## config.mk

```make
export PLATFORM = sky130hd
export DESIGN_NAME = pwb_div_stage
export DESIGN_NICKNAME = d
export VERILOG_FILES = /design/src/rtl/pwb_pkg.sv /design/src/rtl/pwb_div_stage.sv
export SDC_FILE = /design/constraint.sdc
export NUM_CORES = 1
export LEC_CHECK = 0
export BUFFER_PORTS_ARGS = -buffer_cell sky130_fd_sc_hd__buf_2
export CAP_MARGIN = 30
export CELL_PAD_IN_SITES_DETAIL_PLACEMENT = 0
export CELL_PAD_IN_SITES_GLOBAL_PLACEMENT = 2
export CORE_AREA = 10 10 172 335
export CTS_CLUSTER_DIAMETER = 100
export DETAILED_ROUTE_END_ITERATION = 10
export DIE_AREA = 0 0 182 345
export PLACE_DENSITY_LB_ADDON = 0.1
export SYNTH_ARGS = -nofsm -noshare
export SYNTH_HDL_FRONTEND = slang
export SYNTH_SLANG_ARGS = --single-unit
```

## constraint.sdc

```tcl
create_clock -name clock -period 15.4 [get_ports clock]
set_clock_uncertainty 0.2 [all_clocks]
set_input_delay 3.08 -clock clock [delete_from_list [all_inputs] [get_ports clock]]
set_output_delay 3.08 -clock clock [all_outputs]
set_load 0.01 [all_outputs]
```

## src/rtl/pwb_pkg.sv

```systemverilog
`default_nettype none
// ----------------------------------------------------------------------------
// Perspective warp package
// Widths, codes and item types that the warp modules share.
// ----------------------------------------------------------------------------
package pwb_pkg;

   localparam int SrcWidthDefault  = 256;
   localparam int SrcHeightDefault = 256;

   localparam int CoefW   = 32;
   localparam int NumCoef = 8;
   localparam int PosW    = 12;
   localparam int ChanW   = 8;
   localparam int FracW   = 8;
   localparam int QuotW   = PosW + FracW;
   localparam int ProdW   = CoefW + PosW + 1;
   localparam int SumW    = ProdW + 2;
   localparam int DenW    = SumW;
   localparam int RemW    = DenW + QuotW;
   localparam int WeightW = 2 * FracW + 1;
   localparam int TermW   = ChanW + WeightW;
   localparam int AccW    = TermW + 2;

   localparam logic signed [CoefW-1:0] OneQ16 = 32'sd65536;

   typedef enum logic {
      OP_LOAD   = 1'b0,
      OP_SAMPLE = 1'b1
   } op_type;

   typedef enum logic [2:0] {
      REG_COEF_A,
      REG_COEF_B,
      REG_COEF_C,
      REG_COEF_D,
      REG_COEF_E,
      REG_COEF_F,
      REG_COEF_G,
      REG_COEF_H
   } reg_type;

   typedef logic [NumCoef-1:0][CoefW-1:0] coef_set_type;

   localparam coef_set_type CoefReset = {
      32'd0, 32'd0, 32'd0, 32'd65536, 32'd0, 32'd0, 32'd0, 32'd65536
   };

   typedef struct packed {
      logic [ChanW-1:0] red;
      logic [ChanW-1:0] green;
      logic [ChanW-1:0] blue;
   } pixel_type;

   typedef struct packed {
      op_type          op;
      logic [PosW-1:0] col;
      logic [PosW-1:0] row;
      pixel_type       pix;
   } item_type;

   typedef struct packed {
      item_type         item;
      logic             outside;
      logic [RemW-1:0]  rem_x;
      logic [RemW-1:0]  rem_y;
      logic [DenW-1:0]  den;
      logic [QuotW-1:0] quot_x;
      logic [QuotW-1:0] quot_y;
   } div_type;

   typedef struct packed {
      item_type  item;
      logic      outside;
      pixel_type pix;
   } result_type;

endpackage
`default_nettype wire

```

## src/rtl/pwb_div_stage.sv

```systemverilog
`default_nettype none
// ----------------------------------------------------------------------------
// Divider stage
// One restoring quotient bit for both source axes, with its own register.
// ----------------------------------------------------------------------------
module pwb_div_stage #(
   parameter int SHIFT = 0
) (
   input  logic             clock,
   input  logic             reset,
   input  logic             in_valid,
   output logic             in_ready,
   input  pwb_pkg::div_type in_data,
   output logic             out_valid,
   input  logic             out_ready,
   output pwb_pkg::div_type out_data
);

   logic                     valid_ff;
   logic                     stage_en;
   logic [pwb_pkg::RemW-1:0] trial;
   pwb_pkg::div_type         data_ff, data_in;

   assign stage_en = !valid_ff || out_ready;

   always_comb begin
      trial   = pwb_pkg::RemW'(in_data.den) << SHIFT;
      data_in = in_data;
      if (in_data.rem_x >= trial) begin
         data_in.rem_x         = in_data.rem_x - trial;
         data_in.quot_x[SHIFT] = 1'b1;
      end
      if (in_data.rem_y >= trial) begin
         data_in.rem_y         = in_data.rem_y - trial;
         data_in.quot_y[SHIFT] = 1'b1;
      end
   end

   always_ff @(posedge clock) begin
      if (reset) begin
         valid_ff <= 1'b0;
      end else if (stage_en) begin
         valid_ff <= in_valid;
      end
   end

   always_ff @(posedge clock) begin
      if (stage_en) begin
         data_ff <= data_in;
      end
   end

   assign in_ready  = stage_en;
   assign out_valid = valid_ff;
   assign out_data  = data_ff;

endmodule
`default_nettype wire

```

==> flow_summary.toml <==
[run_status]
status = "finished clean"

[yosys]
synth_area_leaders = "edfxtp_1 (51%), ha_1 (7.4%), a21oi_1 (6.4%)"
synth_seq_cells = 272
synth-main-ff-cell = "edfxtp_1"
yosysUniqueCellTypes = 59
yosys.area.top_type = "edfxtp_1"
synthArstFlopShare_pct = 0
syn-cell-area_mm2 = 0.0160
synth.top_cell.area_share_pct = 50.9
ys_warn_count = 0
syn_area_per_cell_um2 = 10.3
syn_inst = 1551
synth_nets = 1922
yosysSeqAreaShare_pct = 51.1
synth_edf_count = 271

[power]
p_leak_nw = 8.64
ir_drop_mv = 0.0905
p_per_area_mw_per_mm2 = 108

[setup_path]
end_kind = "flip-flop"
path_common_cell = "buf_4"
rrSetupSlack_ps = 11770
timing.rr.start = "out_valid$_SDFFE_PP0P_"
crit_fanout = 54
cp-startpoint = "in_data[41]"
crit_buf_inv = 4
critPathLaunchType = "primary input"
regToRegEndpoint = "out_data[86]$_DFFE_PP_"
critPathMaxStageDelay_ps = 650
slowest_stage = "a2111oi_2"
cp.arrival_ps = 7200
r2r_cells = 4
critical_path_class = "in -> reg"
path_cells = "buf_2 > inv_1 > ha_1 > nor2b_1 > o2111ai_1 > a2111oi_0 > nor3_1 > buf_4 > a2111oi_2 > o21ai_1 > nand2_2 > buf_4 > nor2_1 > a21oi_1"
critPathTopFamily = "compound AO/OA/AOI/OAI gates"
cp.required_ps = 15630

[floorplanning]
initial_core_util_pct = 30.6
dieArea_mm2 = 0.0628
die_y_um = 345
core_mm2 = 0.0523
dieWidth_um = 182
pin_count = 548
fp-row-count = 119

[global_routing]
grt_pass1_wl_mm = 95.0
grt_antenna_before_repair = 12
grt_pass1_vias = 14465
grt_max_degree = 66
grt_overflow = 0
grt.total_usage_pct = 19.7

[sta]
fin_crit_sh_pct = 45.3
slew_headroom_pct = 36.2
drv_slew = 0
rsz0062_at_grt = "false"
tightestPinTransition_ps = 957
finalSetupViolCount = 0
min_period_ps = 6970
final-hold-violation-count = 0
fmax_mhz = 143
final.setup.tns_ps = 0

[worst_hold_path]
whs_endpoint = "out_valid$_SDFFE_PP0P_"
worstHoldPathCells = 2
hold_path.class = "reg -> reg"
min_from = "out_valid$_SDFFE_PP0P_"

[drt]
wl_mm = 64.5
vias = 13763
avgViaCountPerCell = 4.99
antenna_left = 0
drcViolationCount = 0
firstDrtPassIters = 5
post_drt_wl_per_cell_um = 23.4
first_iter_violations = 845

[clock_network]
clock-root-buffer = "clkbuf_16"
cts.sinks = 272
cts_tree = "built"
clkLatencyLatePin_ps = 580
clk_pin_slew_ps = 60
post_cts_buffers = 0
cts_buffer_depth = 3
ctsResizeCount = 0
holdBufCountCts = 0
h-tree-depth = 1
cts_buffers = 27

[final_layout]
final_layout_size_suffix_gt1_share_pct = 29.8
area_delta_synth_final_pct = 27.0
instances_no_fill = 2760
nNetsFinal = 2444

[placement]
place_inst = 2709
globalplace.congestion = 0.839
post-dp-hpwl_mm = 53.9
port_buffers = 547

[flow_run]
max-cap-violations = 0
==> cell families (layout without fill, tap and decap cells) <==
| kind of cell | count (synthesis) | after routing | synth area share [%] |
|---|---|---|---|
| xor+xnor | 128 | 128 | 7.02 |
| fa+ha+maj | 96 | 96 | 7.61 |
| other cells | 0 | 3 | 0 |
| flops | 272 | 272 | 51.1 |
| mux | 10 | 10 | 0.705 |
| compound gates | 424 | 424 | 15.7 |
| buf+inv | 139 | 680 | 3.34 |
| simple gates | 482 | 482 | 14.6 |
==> worst max-delay path by stage <==
stage,to,slack [ps],depth (start not counted)
finish,out_data[111]$_DFFE_PP_,8430,14
global route,out_data[111]$_DFFE_PP_,7960,14
CTS,out_data[111]$_DFFE_PP_,8420,14
detailed placement,out_data[87]$_DFFE_PP_,7800,13
global placement,out_data[111]$_DFFE_PP_,7820,14
floorplan,in_ready,2470,1
==> state kept, by name, indices dropped and copies added (netlist names) <==
signal and cells:
out_data 271, out_valid 1
==> worst reg2reg max path, delay by kind of cell, from the launching register on <==
family	cells	cell delay (ps)
buf+inv	3	2420
simple gates	1	200
flops	1	330
==> routing by layer <==
metal	share of wire, %	track usage [%]	up-vias
met5	0.11	0	-
met4	1.7	4.23	12
met3	7.7	5.45	56
met2	49	33.6	482
met1	42	24.0	6409
li1	-	-	6804
==> synth_stat cells, drive strengths merged, types with 4 or more instances <==
library cell  number
inv               72
and2               4
xor2              55
clkbuf            59
o211ai             6
nand2            129
buf                8
o21a              15
and4               4
or3               16
or2                5
nor2             148
nor4              23
a21oi            203
nor3              26
nand3             26
o31ai             10
nand4             42
a2111oi            8
or4               11
a211oi            14
nand2b            19
a31oi             13
a21o              31
ha                94
nor2b             11
mux2              10
xnor2             73
o21bai            20
edfxtp           271
and3               4
o21ai             81
==> cells in the final DEF, fill, tap and decap left out, drive strengths merged, types with 4 or more instances in the layout <==
master	netlist	routed
a2111oi	8	8
a211oi	14	14
a21o	31	31
a21oi	203	203
a31oi	13	13
and2	4	4
and3	4	4
and4	4	4
buf	8	560
bufinv	0	4
clkbuf	59	31
clkinv	0	8
edfxtp	271	271
ha	94	94
inv	72	74
mux2	10	10
nand2	129	129
nand2b	19	19
nand3	26	26
nand4	42	42
nor2	148	148
nor2b	11	11
nor3	26	26
nor4	23	23
o211ai	6	6
o21a	15	15
o21ai	81	81
o21bai	20	20
o31ai	10	10
or2	5	5
or3	16	16
or4	11	11
xnor2	73	73
xor2	55	55
==> per-stage QoR <==
stage          area (µm²)  power, mW  hold slack [ps]  setup WS (ps)  util [%]
5_1_grt             20300       2.32              501           7960      38.8
3_3_place_gp        19400       1.53              500           7820      37.1
4_1_cts             20300       2.24              518           8420      38.8
6_report            20300       2.20              466           8430      38.8
2_1_floorplan       16000       1.28             2950           2470         -
3_5_place_dp        19400       1.53              507           7800      37.1
==> power by group <==
group          switching (mW)  leakage, nW  internal, mW
Combinational           0.346         5.40         0.212
Sequential             0.0224         2.81         0.925
Clock                   0.304        0.426         0.389
Total                   0.672         8.64          1.53
==> cell type report <==
type | count | area (µm²)
Inverter | 72 | 270
Antenna cell | 3 | 7.51
Multi-Input combinational cell | 1140 | 7290
Clock inverter | 17 | 199
Sequential cell | 272 | 8160
Fill cell | 5350 | 32000
Timing Repair Buffer | 560 | 2830
Tap cell | 665 | 832
Clock buffer | 31 | 691
Power figures use the tool's default switching activity.
